### src/message_deframer_macros.svh
// ----------------------------------------------------------------------------
// message_deframer assertion macros
// Shared wrappers for the concurrent checks of the deframer modules. Each use
// expects signals named clk and rst_n in the module that includes this file.
// ----------------------------------------------------------------------------
`ifndef MESSAGE_DEFRAMER_MACROS_SVH
`define MESSAGE_DEFRAMER_MACROS_SVH

// Same-cycle implication, checked outside reset.
`define MDF_ASSERT_IMP(lbl, ante, cons, msg) \
  lbl: assert property (@(posedge clk) disable iff (!rst_n) (ante) |-> (cons)) \
    else $error(msg);

// Next-cycle implication, checked outside reset.
`define MDF_ASSERT_NXT(lbl, ante, cons, msg) \
  lbl: assert property (@(posedge clk) disable iff (!rst_n) (ante) |=> (cons)) \
    else $error(msg);

`endif

### src/mdf_pkg.sv
// ----------------------------------------------------------------------------
// mdf_pkg
// Types and constants shared by the message deframer modules.
// ----------------------------------------------------------------------------
`default_nettype none

package mdf_pkg;

  localparam int BYTE_W = 8;

  // frame_mode codes
  localparam logic [1:0] MODE_RAW   = 2'd0;
  localparam logic [1:0] MODE_LEN   = 2'd1;
  localparam logic [1:0] MODE_DELIM = 2'd2;
  localparam logic [1:0] MODE_OFF   = 2'd3;

  localparam logic [BYTE_W-1:0] CR_BYTE = 8'h0D;
  localparam logic [BYTE_W-1:0] LF_BYTE = 8'h0A;

  // Header byte count; reaching it means the payload phase is active.
  localparam logic [2:0] HDR_BYTES = 3'd4;
  // Depth of the delimiter look-behind window.
  localparam logic [1:0] HOLD_FULL = 2'd3;

  // One result word handed from the deframing core to the output stage.
  typedef struct packed {
    logic              valid;
    logic [BYTE_W-1:0] payload_byte;
    logic              has_data;
    logic              last;
  } res_t;

endpackage

`default_nettype wire

### src/mdf_core.sv
// ----------------------------------------------------------------------------
// mdf_core
// Deframing state and per-word decode: raw, length, delimiter and off modes.
// ----------------------------------------------------------------------------
`default_nettype none

`include "message_deframer_macros.svh"

module mdf_core
  import mdf_pkg::*;
(
  input  wire logic              clk,
  input  wire logic              rst_n,
  input  wire logic              cfg_we,
  input  wire logic [1:0]        cfg_mode,
  input  wire logic              accept,
  input  wire logic [BYTE_W-1:0] rx_byte,
  input  wire logic              chunk_end,
  output res_t                   res
);

  logic [1:0]        mode_r, mode_nxt;
  logic [BYTE_W-1:0] held_r   [3];
  logic [BYTE_W-1:0] held_nxt [3];
  logic [1:0]        held_cnt_r, held_cnt_nxt;
  logic [2:0]        hdr_cnt_r, hdr_cnt_nxt;
  logic [31:0]       len_r, len_nxt;
  logic [31:0]       rem_r, rem_nxt;
  logic [31:0]       len_ins;
  logic              delim_hit;

  // Header value with the current byte merged into its lane.
  always_comb begin
    len_ins = len_r;
    for (int i = 0; i < 4; i++) begin
      if (hdr_cnt_r[1:0] == 2'(i)) begin
        len_ins[8*i +: 8] = len_r[8*i +: 8] | rx_byte;
      end
    end
  end

  assign delim_hit = (held_r[0] == CR_BYTE) && (held_r[1] == LF_BYTE) &&
                     (held_r[2] == CR_BYTE) && (rx_byte == LF_BYTE);

  always_comb begin
    mode_nxt     = mode_r;
    held_nxt     = held_r;
    held_cnt_nxt = held_cnt_r;
    hdr_cnt_nxt  = hdr_cnt_r;
    len_nxt      = len_r;
    rem_nxt      = rem_r;
    res          = '0;

    if (cfg_we) begin
      // A mode write restarts on a message boundary.
      mode_nxt     = cfg_mode;
      held_nxt[0]  = '0;
      held_nxt[1]  = '0;
      held_nxt[2]  = '0;
      held_cnt_nxt = '0;
      hdr_cnt_nxt  = '0;
      len_nxt      = '0;
      rem_nxt      = '0;
    end else if (accept) begin
      unique case (mode_r)
        MODE_RAW: begin
          res.valid        = 1'b1;
          res.payload_byte = rx_byte;
          res.has_data     = 1'b1;
          res.last         = chunk_end;
        end
        MODE_LEN: begin
          if (hdr_cnt_r != HDR_BYTES) begin
            hdr_cnt_nxt = hdr_cnt_r + 3'd1;
            len_nxt     = len_ins;
            if (hdr_cnt_r == HDR_BYTES - 3'd1) begin
              len_nxt = '0;
              if (len_ins == '0) begin
                // Empty message: end marker only, next byte opens a header.
                hdr_cnt_nxt = '0;
                res.valid   = 1'b1;
                res.last    = 1'b1;
              end else begin
                rem_nxt = len_ins;
              end
            end
          end else begin
            rem_nxt          = rem_r - 32'd1;
            res.valid        = 1'b1;
            res.payload_byte = rx_byte;
            res.has_data     = 1'b1;
            if (rem_r == 32'd1) begin
              res.last    = 1'b1;
              hdr_cnt_nxt = '0;
              len_nxt     = '0;
            end
          end
        end
        MODE_DELIM: begin
          if (held_cnt_r != HOLD_FULL) begin
            held_nxt[held_cnt_r] = rx_byte;
            held_cnt_nxt         = held_cnt_r + 2'd1;
          end else if (delim_hit) begin
            held_nxt[0]  = '0;
            held_nxt[1]  = '0;
            held_nxt[2]  = '0;
            held_cnt_nxt = '0;
            res.valid    = 1'b1;
            res.last     = 1'b1;
          end else begin
            res.valid        = 1'b1;
            res.payload_byte = held_r[0];
            res.has_data     = 1'b1;
            held_nxt[0]      = held_r[1];
            held_nxt[1]      = held_r[2];
            held_nxt[2]      = rx_byte;
          end
        end
        MODE_OFF: begin
          // Words are dropped and the state is kept.
        end
        default: begin
        end
      endcase
    end
  end

  always_ff @(posedge clk) begin
    if (!rst_n) begin
      mode_r     <= MODE_RAW;
      held_r[0]  <= '0;
      held_r[1]  <= '0;
      held_r[2]  <= '0;
      held_cnt_r <= '0;
      hdr_cnt_r  <= '0;
      len_r      <= '0;
      rem_r      <= '0;
    end else begin
      mode_r     <= mode_nxt;
      held_r     <= held_nxt;
      held_cnt_r <= held_cnt_nxt;
      hdr_cnt_r  <= hdr_cnt_nxt;
      len_r      <= len_nxt;
      rem_r      <= rem_nxt;
    end
  end

  `MDF_ASSERT_IMP(a_hdr_cnt_range, 1'b1, hdr_cnt_r <= HDR_BYTES,
                  "header count ran past the header length")
  `MDF_ASSERT_IMP(a_payload_rem_nonzero, hdr_cnt_r == HDR_BYTES, rem_r != 32'd0,
                  "payload phase active with no bytes remaining")
  `MDF_ASSERT_IMP(a_held_cnt_range, 1'b1, held_cnt_r <= HOLD_FULL,
                  "delimiter window count ran past the window depth")

endmodule

`default_nettype wire

### src/mdf_skid.sv
// ----------------------------------------------------------------------------
// mdf_skid
// Result register with a one-word skid stage, so the core can accept one
// more word after the receiver stalls.
// ----------------------------------------------------------------------------
`default_nettype none

`include "message_deframer_macros.svh"

module mdf_skid
  import mdf_pkg::*;
(
  input  wire logic              clk,
  input  wire logic              rst_n,
  input  wire res_t              push,
  output logic                   ready,
  output logic                   out_valid,
  input  wire logic              out_ready,
  output logic [BYTE_W-1:0]      out_payload,
  output logic                   out_has_data,
  output logic                   out_last
);

  logic main_valid_r, main_valid_nxt;
  logic skid_valid_r, skid_valid_nxt;
  res_t main_r, main_nxt;
  res_t skid_r, skid_nxt;
  logic drain;

  assign drain = !main_valid_r || out_ready;
  assign ready = !skid_valid_r;

  always_comb begin
    main_valid_nxt = main_valid_r;
    skid_valid_nxt = skid_valid_r;
    main_nxt       = main_r;
    skid_nxt       = skid_r;
    if (drain) begin
      if (skid_valid_r) begin
        main_nxt       = skid_r;
        main_valid_nxt = 1'b1;
        skid_valid_nxt = 1'b0;
      end else begin
        main_nxt       = push;
        main_valid_nxt = push.valid;
      end
    end else if (push.valid) begin
      skid_nxt       = push;
      skid_valid_nxt = 1'b1;
    end
  end

  always_ff @(posedge clk) begin
    if (!rst_n) begin
      main_valid_r <= 1'b0;
      skid_valid_r <= 1'b0;
    end else begin
      main_valid_r <= main_valid_nxt;
      skid_valid_r <= skid_valid_nxt;
    end
    main_r <= main_nxt;
    skid_r <= skid_nxt;
  end

  assign out_valid    = main_valid_r;
  assign out_payload  = main_r.payload_byte;
  assign out_has_data = main_r.has_data;
  assign out_last     = main_r.last;

  `MDF_ASSERT_IMP(a_skid_implies_main, skid_valid_r, main_valid_r,
                  "skid word held while the result register is empty")
  `MDF_ASSERT_IMP(a_no_push_when_full, push.valid, !skid_valid_r,
                  "result pushed while the skid stage is occupied")
  `MDF_ASSERT_IMP(a_skid_fill_on_stall, $rose(skid_valid_r),
                  $past(main_valid_r && !out_ready),
                  "skid stage filled without a receiver stall")

endmodule

`default_nettype wire

### src/message_deframer.sv
// ----------------------------------------------------------------------------
// message_deframer
// Byte-stream deframer: raw chunks, length-prefixed or CR LF CR LF framing.
// ----------------------------------------------------------------------------
// Usage:
//   The in_ stream carries one received byte per word in in_tdata, with
//   in_tlast marking the end of a readable chunk (used in raw mode only).
//   The out_ stream carries one result word: out_tdata holds the payload
//   byte, out_tuser is set when that byte is real payload (clear for an
//   end-of-message marker), and out_tlast ends the current message.
//   The cfg_ stream writes frame_mode (0 raw, 1 four-byte little-endian
//   length header, 2 CR LF CR LF delimited, 3 drop all bytes); a write also
//   clears all framing state. Write it only while the block is idle.
//   Each result passes through the result register (or the skid stage, on a
//   stall) to the out_ stream. Throughput: one byte per cycle while in_tready
//   is high, set by the core's state update followed by the result register.
//   Header bytes and the first three bytes held in the delimiter window
//   produce no result word, apart from the end marker of an empty message.
//   Reset (synchronous, active low) selects raw mode and clears all state.
//   When the receiver stalls, one further result is caught in a skid stage;
//   in_tready then drops until the result register drains.
// ----------------------------------------------------------------------------
`default_nettype none

module message_deframer
  import mdf_pkg::*;
(
  input  wire logic        clk,
  input  wire logic        rst_n,
  // Configuration write
  input  wire logic        cfg_valid,
  output logic             cfg_ready,
  input  wire logic [1:0]  cfg_data,    // [1:0] frame_mode
  // Input byte stream
  input  wire logic        in_tvalid,
  output logic             in_tready,
  input  wire logic [7:0]  in_tdata,    // [7:0] rx_byte
  input  wire logic        in_tlast,    // chunk_end
  // Result stream
  output logic             out_tvalid,
  input  wire logic        out_tready,
  output logic [7:0]       out_tdata,   // [7:0] payload_byte
  output logic             out_tuser,   // [0] has_data
  output logic             out_tlast    // last
);

  logic cfg_we;
  logic accept;
  res_t res;

  // Register writes are always taken; user must write them only while idle.
  assign cfg_ready = 1'b1;
  assign cfg_we    = cfg_valid && cfg_ready;
  assign accept    = in_tvalid && in_tready;

  mdf_core u_core (
    .clk       (clk),
    .rst_n     (rst_n),
    .cfg_we    (cfg_we),
    .cfg_mode  (cfg_data),
    .accept    (accept),
    .rx_byte   (in_tdata),
    .chunk_end (in_tlast),
    .res       (res)
  );

  mdf_skid u_skid (
    .clk          (clk),
    .rst_n        (rst_n),
    .push         (res),
    .ready        (in_tready),
    .out_valid    (out_tvalid),
    .out_ready    (out_tready),
    .out_payload  (out_tdata),
    .out_has_data (out_tuser),
    .out_last     (out_tlast)
  );

endmodule

`default_nettype wire
### config.mk
export PLATFORM = sky130hd
export DESIGN_NAME = message_deframer
export DESIGN_NICKNAME = d
export VERILOG_FILES = /design/src/mdf_pkg.sv /design/src/mdf_core.sv /design/src/mdf_skid.sv /design/src/message_deframer.sv
export VERILOG_INCLUDE_DIRS = /design/src /design/src/src
export SDC_FILE = /design/constraint.sdc
export NUM_CORES = 1
export LEC_CHECK = 0
export BUFFER_PORTS_ARGS = -buffer_cell sky130_fd_sc_hd__buf_2
export CELL_PAD_IN_SITES_DETAIL_PLACEMENT = 0
export CELL_PAD_IN_SITES_GLOBAL_PLACEMENT = 2
export CORE_MARGIN = 4
export CORE_UTILIZATION = 30
export DETAILED_ROUTE_END_ITERATION = 8
export PLACE_DENSITY_LB_ADDON = 0.1
export SETUP_SLACK_MARGIN = 0.15
export SYNTH_ARGS = -nofsm -noshare
export SYNTH_HDL_FRONTEND = slang
export SYNTH_SLANG_ARGS = --single-unit
### constraint.sdc
create_clock -name clk -period 2.8 [get_ports clk]
set_clock_uncertainty 0.2 [all_clocks]
set_input_delay 0.56 -clock clk [delete_from_list [all_inputs] [get_ports clk]]
set_output_delay 0.56 -clock clk [all_outputs]
set_load 0.05 [all_outputs]
; ---- Word level (Yosys, flattened, before mapping)
; Cells that the tools add are included.
[totals]
regBits = 117
latch_bits = 0
ramBits = 0
mem_bits_ro = 0
wordCells = 98
memories = 0
[classes]
addsub = 3
mul = 0
n_div = 0
magnitude_cmp = 2
n_eq_ne = 15
shifts = 0
muxes = 35
n_bitwise = 7
reduce_logical = 20
[op_table]
columns = operator, count
row1 = $mux W32, 6
row2 = $mux W24, 2
row3 = $mux W8, 5
row4 = $mux W11, 3
row5 = $pmux W11 S3, 1
row6 = $eq A32 B1 Y1 const B, 1
row7 = $eq A8 B4 Y1 const B, 4
row8 = $logic_not A32 Y1, 1
row9 = $or A8 B8 Y8, 4
row10 = $sub A32 B1 Y32 const B, 1
row11 = $bwmux W24, 1
row12 = $mux W9, 2
row13 = $demux W8 S2, 1
row14 = $mux W3, 4
row15 = $mux W10, 1
row16 = $mux W1, 7
row17 = $eq A2 B2 Y1 const B, 3
row18 = $ne A2 B2 Y1 const B, 3
row19 = $reduce_and A3 Y1, 2
row20 = $logic_and A1 B1 Y1, 5
row21 = $eq A2 B1 Y1 const B, 2
row22 = $logic_not A2 Y1, 2
row23 = $mux W2, 2
row24 = $reduce_and A2 Y1, 2
row25 = other kinds (13), 17

; ---- Longest topological paths before layout
[logic_depth]
ltp_word = 10
depth_mapped = 11
mapped_depth_nobuf = 8

; ---- Hierarchy
; From an unflattened synthesis, not the netlist that was laid out.
[hier_totals]
cells_unflattened = 729
hier_area_um2 = 6391.1
[modules_own_cells]
columns = module, n_inst, cells_per_inst, area_per_inst_um2, seq_area_each_um2
row1 = mdf_core, 1, 686, 5535.3, 1901.8
row2 = mdf_skid, 1, 40, 838.3, 640.6
row3 = message_deframer, 1, 3, 17.5, 0.0

; ---- Least setup slack after synthesis
; OpenSTA, ideal clock, no wires.
[synth_path]
path_kind = flip-flop to flip-flop
startpoint = register u_core.hdr_cnt_r[0]
endpoint = register u_skid.skid_r[0] in the netlist's numbering (enable)
setup_ns = 0.343
t_arrival_ns = 2.253
required_time_ns = 2.257
setup_slack_ns = 0.003
stages_incl_launch_ff = 10
path_buffers = 1
cell_sequence = dfxtp_1 -> inv_1 -> ha_1 -> clkbuf_1 -> a21oi_1 -> nand4_1 -> nor3_1 -> nand4_1 -> a211oi_1 -> and2_1
[synth_via]
elab_chain_len = 10
[synth_lines]
columns = element, line_no
row1 = "start, declared", mdf_core.sv:26  ; logic [2:0] hdr_cnt_r, hdr_cnt_nxt;
row2 = "start signal, assigned", mdf_core.sv:142  ; hdr_cnt_r <= hdr_cnt_nxt;
row3 = "$eq A2 B1 Y1, or another cell as far along", mdf_core.sv:36  ; if (hdr_cnt_r[1:0] == 2'(i)) begin
row4 = $mux W8, mdf_core.sv:36
row5 = $logic_not A32 Y1, mdf_core.sv:78  ; if (len_ins == '0) begin
row6 = $mux W1, mdf_core.sv:78
row7 = $mux W1, mdf_core.sv:76  ; if (hdr_cnt_r == HDR_BYTES - 3'd1) begin
row8 = $mux W1 (*), mdf_core.sv:73  ; if (hdr_cnt_r != HDR_BYTES) begin
row9 = $pmux W11 S3 (*), mdf_core.sv:65  ; unique case (mode_r)
row10 = $mux W11 (*), mdf_core.sv:64  ; end else if (accept) begin
row11 = $mux W11 (*), mdf_core.sv:54  ; if (cfg_we) begin
row12 = $reduce_and A2 Y1 (no line) (*), --
row13 = "end signal, assigned", mdf_skid.sv:62  ; skid_r <= skid_nxt;
row14 = "end, declared", mdf_skid.sv:27  ; res_t skid_r, skid_nxt;
; Every way passes the cells marked *; elsewhere a longest branch is shown, timed or not.
; A chain may end at the register's enable or synchronous reset.

; ---- Worst setup path after layout
[layout_path]
startpoint = register u_core.hdr_cnt_r[1]
endpoint = register u_skid.skid_r[0] in the netlist's numbering (enable)
; The elaborated chain is that of the path after synthesis.

==> out/metrics.cfg <==
[run_status]
status = completed

[detailed_routing]
postRouteAntennaNets = 0
drc = 0
firstDrtPassIters = 5
wire_per_inst_um = 20.9
wl_um = 21900
drt-vias-per-instance = 5.68
first_iter_violations = 540
vias = 5952

[power]
comb_power_share = 0.070
p_clk_frac = 0.514
ir_drop_mv = 0.366
p_seq_frac = 0.416
power_leakage_nw = 2.84
p_int_mw = 3.21
power_density_nw_per_um2 = 554
p_switching_mw = 0.977
p_total_mw = 4.19
swShare = 0.233

[placed_design]
gp_congestion = 0.951
dpl.hpwl_um = 15900
portBuffers = 27
dp_worst_setup_slack_ns = -0.141
dp.cells = 1015
place_area_um2 = 6800

[global_routing]
grt_pass1_vias = 5594
grt_first_pass_wirelength_um = 33500
grt_start_max_net_pins = 33
grt_use_total = 0.197
overflow = 0
antenna_found_initial = 0

[synthesis]
async_flop_share = 0
synth_cell_types = 64
ys_seq_elements = 117
yosysSeqAreaShare = 0.426
yosys_most_used_dff = dfxtp_1
syn_avg_cell_area_um2 = 8.38
yosysWarnings = 0
syn-num-nets = 739
synth_area_um2 = 5970
syn_inst = 713
synth_edf_count = 20

[cells_and_area]
design_area_um2 = 7560
instances_no_fill = 1048
fin_util = 0.387
layout_common_cells = nor2_1, dfxtp_1, a21oi_1
nets = 797
syn_to_final_growth_pct = 26.6
n_antenna_cell = 0
drive_above_1_share = 0.208
mostFrequentLayoutCell = nor2_1

[worst_setup_path]
r2r-end = u_skid.skid_r[0]
cp_data_required_time_ns = 2.71
r2r_start = u_core.hdr_cnt_r[1]
path_class = flip-flop to flip-flop
worst_ep_arrival_time_ns = 2.51
cp-start-kind = flip-flop
reg2reg_slack_ns = 0.20
reg2reg_depth = 8
endpoint_kind = flip-flop
critPathMaxFanout = 10

[timing]
tns_ns = 0
finalHoldViolCount = 0
setup_viol = 0
rsz0062_at_grt = yes
hold_ws_ns = 0.212
relSlewSlack = 0.577
slew_violations = 0
fin_ws_ns = 0.197
tightest_slew_ns = 0.631
post-route-min-period_ns = 2.60
fmax_mhz = 384
fin_crit_sh = 0.930

[run]
maxCapViolations = 0

[clock_tree]
clock_latency_ns = 0.41
numCtsBuffers = 17
clk_pin_slew_ns = 0.05
cts_sinks = 117
tritoncts = done
clockRootBuffer = clkbuf_16
h-tree-depth = 4
holdBufCountCts = 0
cts.path.max_buffers = 2

[min_path]
hold_start = cfg_data[0]
min_to = u_core.mode_r[0]
hold_path.class = input pin to flip-flop
min_path_cells = 3

[floorplanning]
dieArea_um2 = 22200
initial_core_util = 0.306
num_rows = 51
dieWidth_um = 149
coreArea_um2 = 19500
num_io_pins = 29
die_y_um = 149

## layout make-up
| class | count | area (µm²) |
|---|---|---|
| clock buffers | 21 | 440 |
| clock inverters | 10 | 133 |
| fillers | 2021 | 12000 |
| inverters | 15 | 56.3 |
| multi-input cells | 522 | 3290 |
| flip-flops and latches | 117 | 2540 |
| well taps | 265 | 332 |
| repair buffers | 98 | 768 |
## kinds of logic (layout without fill, tap and decap cells)
family          count (synthesis)  in the layout  share of synthesized area
mux                             4              4                    0.00670
buf+inv                        74            144                     0.0517
other cells                     1              1                   0.000628
flops                         117            117                      0.426
fa+ha+maj                      10             10                     0.0210
simple gates                  248            248                      0.209
compound gates                259            259                      0.285
## how the worst max path moves through the flow
stage | startpoint | to | slack [ns] | cells past startpoint
2_1_floorplan | u_core.hdr_cnt_r[0] | u_core.rem_r[10] | 0.17 | 11
3_3_place_gp | u_core.hdr_cnt_r[1] | u_skid.skid_r[7] | -0.05 | 8
3_5_place_dp | u_core.hdr_cnt_r[0] | u_skid.skid_r[4] | -0.14 | 8
4_1_cts | u_core.rem_r[14] | u_core.rem_r[25] | 0.16 | 7
5_1_grt | u_core.hdr_cnt_r[1] | u_core.rem_r[11] | 0.14 | 10
6_report | u_core.hdr_cnt_r[1] | u_skid.skid_r[0] | 0.20 | 8
## layer usage
metal / GRT usage / wire (µm) / vias to the layer above
li1: - / - / 2808
met1: 0.295 / 10900 / 2903
met2: 0.280 / 9130 / 209
met3: 0.0486 / 1430 / 32
met4: 0.0590 / 420 / 0
met5: 0 / 0 / -
## cell usage after synthesis (3+ instances only)
| master | n | area share |
|---|---|---|
| a21o_1 | 10 | 0.013 |
| nor2b_1 | 10 | 0.010 |
| buf_2 | 7 | 0.0059 |
| a31oi_1 | 27 | 0.028 |
| nor4_1 | 16 | 0.017 |
| clkbuf_1 | 46 | 0.029 |
| o22ai_1 | 17 | 0.018 |
| nand4_1 | 10 | 0.010 |
| a22o_1 | 8 | 0.012 |
| a211o_1 | 4 | 0.0059 |
| nor3_1 | 21 | 0.018 |
| edfxtp_1 | 20 | 0.10 |
| o31ai_1 | 5 | 0.0063 |
| or3_1 | 11 | 0.012 |
| and3_1 | 5 | 0.0052 |
| nand3_1 | 11 | 0.0092 |
| a221oi_1 | 16 | 0.023 |
| a22oi_1 | 9 | 0.011 |
| and2_1 | 4 | 0.0042 |
| o21ai_0 | 34 | 0.028 |
| a21oi_1 | 74 | 0.062 |
| or4_1 | 4 | 0.0050 |
| o21a_1 | 8 | 0.010 |
| nand2b_1 | 9 | 0.0094 |
| inv_1 | 15 | 0.0094 |
| nor2_1 | 97 | 0.061 |
| dfxtp_1 | 97 | 0.33 |
| nand2_1 | 32 | 0.020 |
| o211ai_1 | 8 | 0.010 |
| o221ai_1 | 3 | 0.0044 |
| o211a_1 | 3 | 0.0050 |
| ha_1 | 10 | 0.021 |
| a211oi_1 | 7 | 0.0088 |
| nor4bb_1 | 3 | 0.0050 |
| mux2i_1 | 4 | 0.0067 |
| o41ai_1 | 6 | 0.0088 |
## critical path: stages (launching register included)
cell	delay [ns]
dfxtp_2	0.40
inv_2	0.09
ha_4	0.20
a21oi_2	0.25
nand4_1	0.16
nor3_2	0.20
nand4_1	0.21
a211oi_2	0.33
and2_4	0.26
## power groups by stage
stage               clock network [mW]  logic [mW]  registers, mW
floorplan                            0       0.127           1.81
global placement                     0       0.284           1.78
detailed placement                   0       0.281           1.78
CTS                               2.19       0.285           1.74
global route                      2.26       0.312           1.74
finish                            2.15       0.294           1.74
## sequential cells by signal, summed over array words and instances (netlist names)
register             flops
u_core.rem_r            32
u_skid.out_has_data      1
u_skid.skid_valid_r      1
u_core.len_r            32
u_core.held_r           24
u_skid.skid_r           10
u_core.held_cnt_r        2
u_skid.out_payload       8
u_core.mode_r            2
u_core.hdr_cnt_r         3
u_skid.out_last          1
u_skid.out_valid         1
## what timing repair did
| action | CTS | global route |
|---|---|---|
| cloned | 0 | 0 |
| gates resized for setup | 15 | 22 |
| buffers inserted | 0 | 2 |
| setup endpoints to repair | 26 | 83 |
| pin swaps | 1 | 2 |
(Power assumes the default switching activity.)
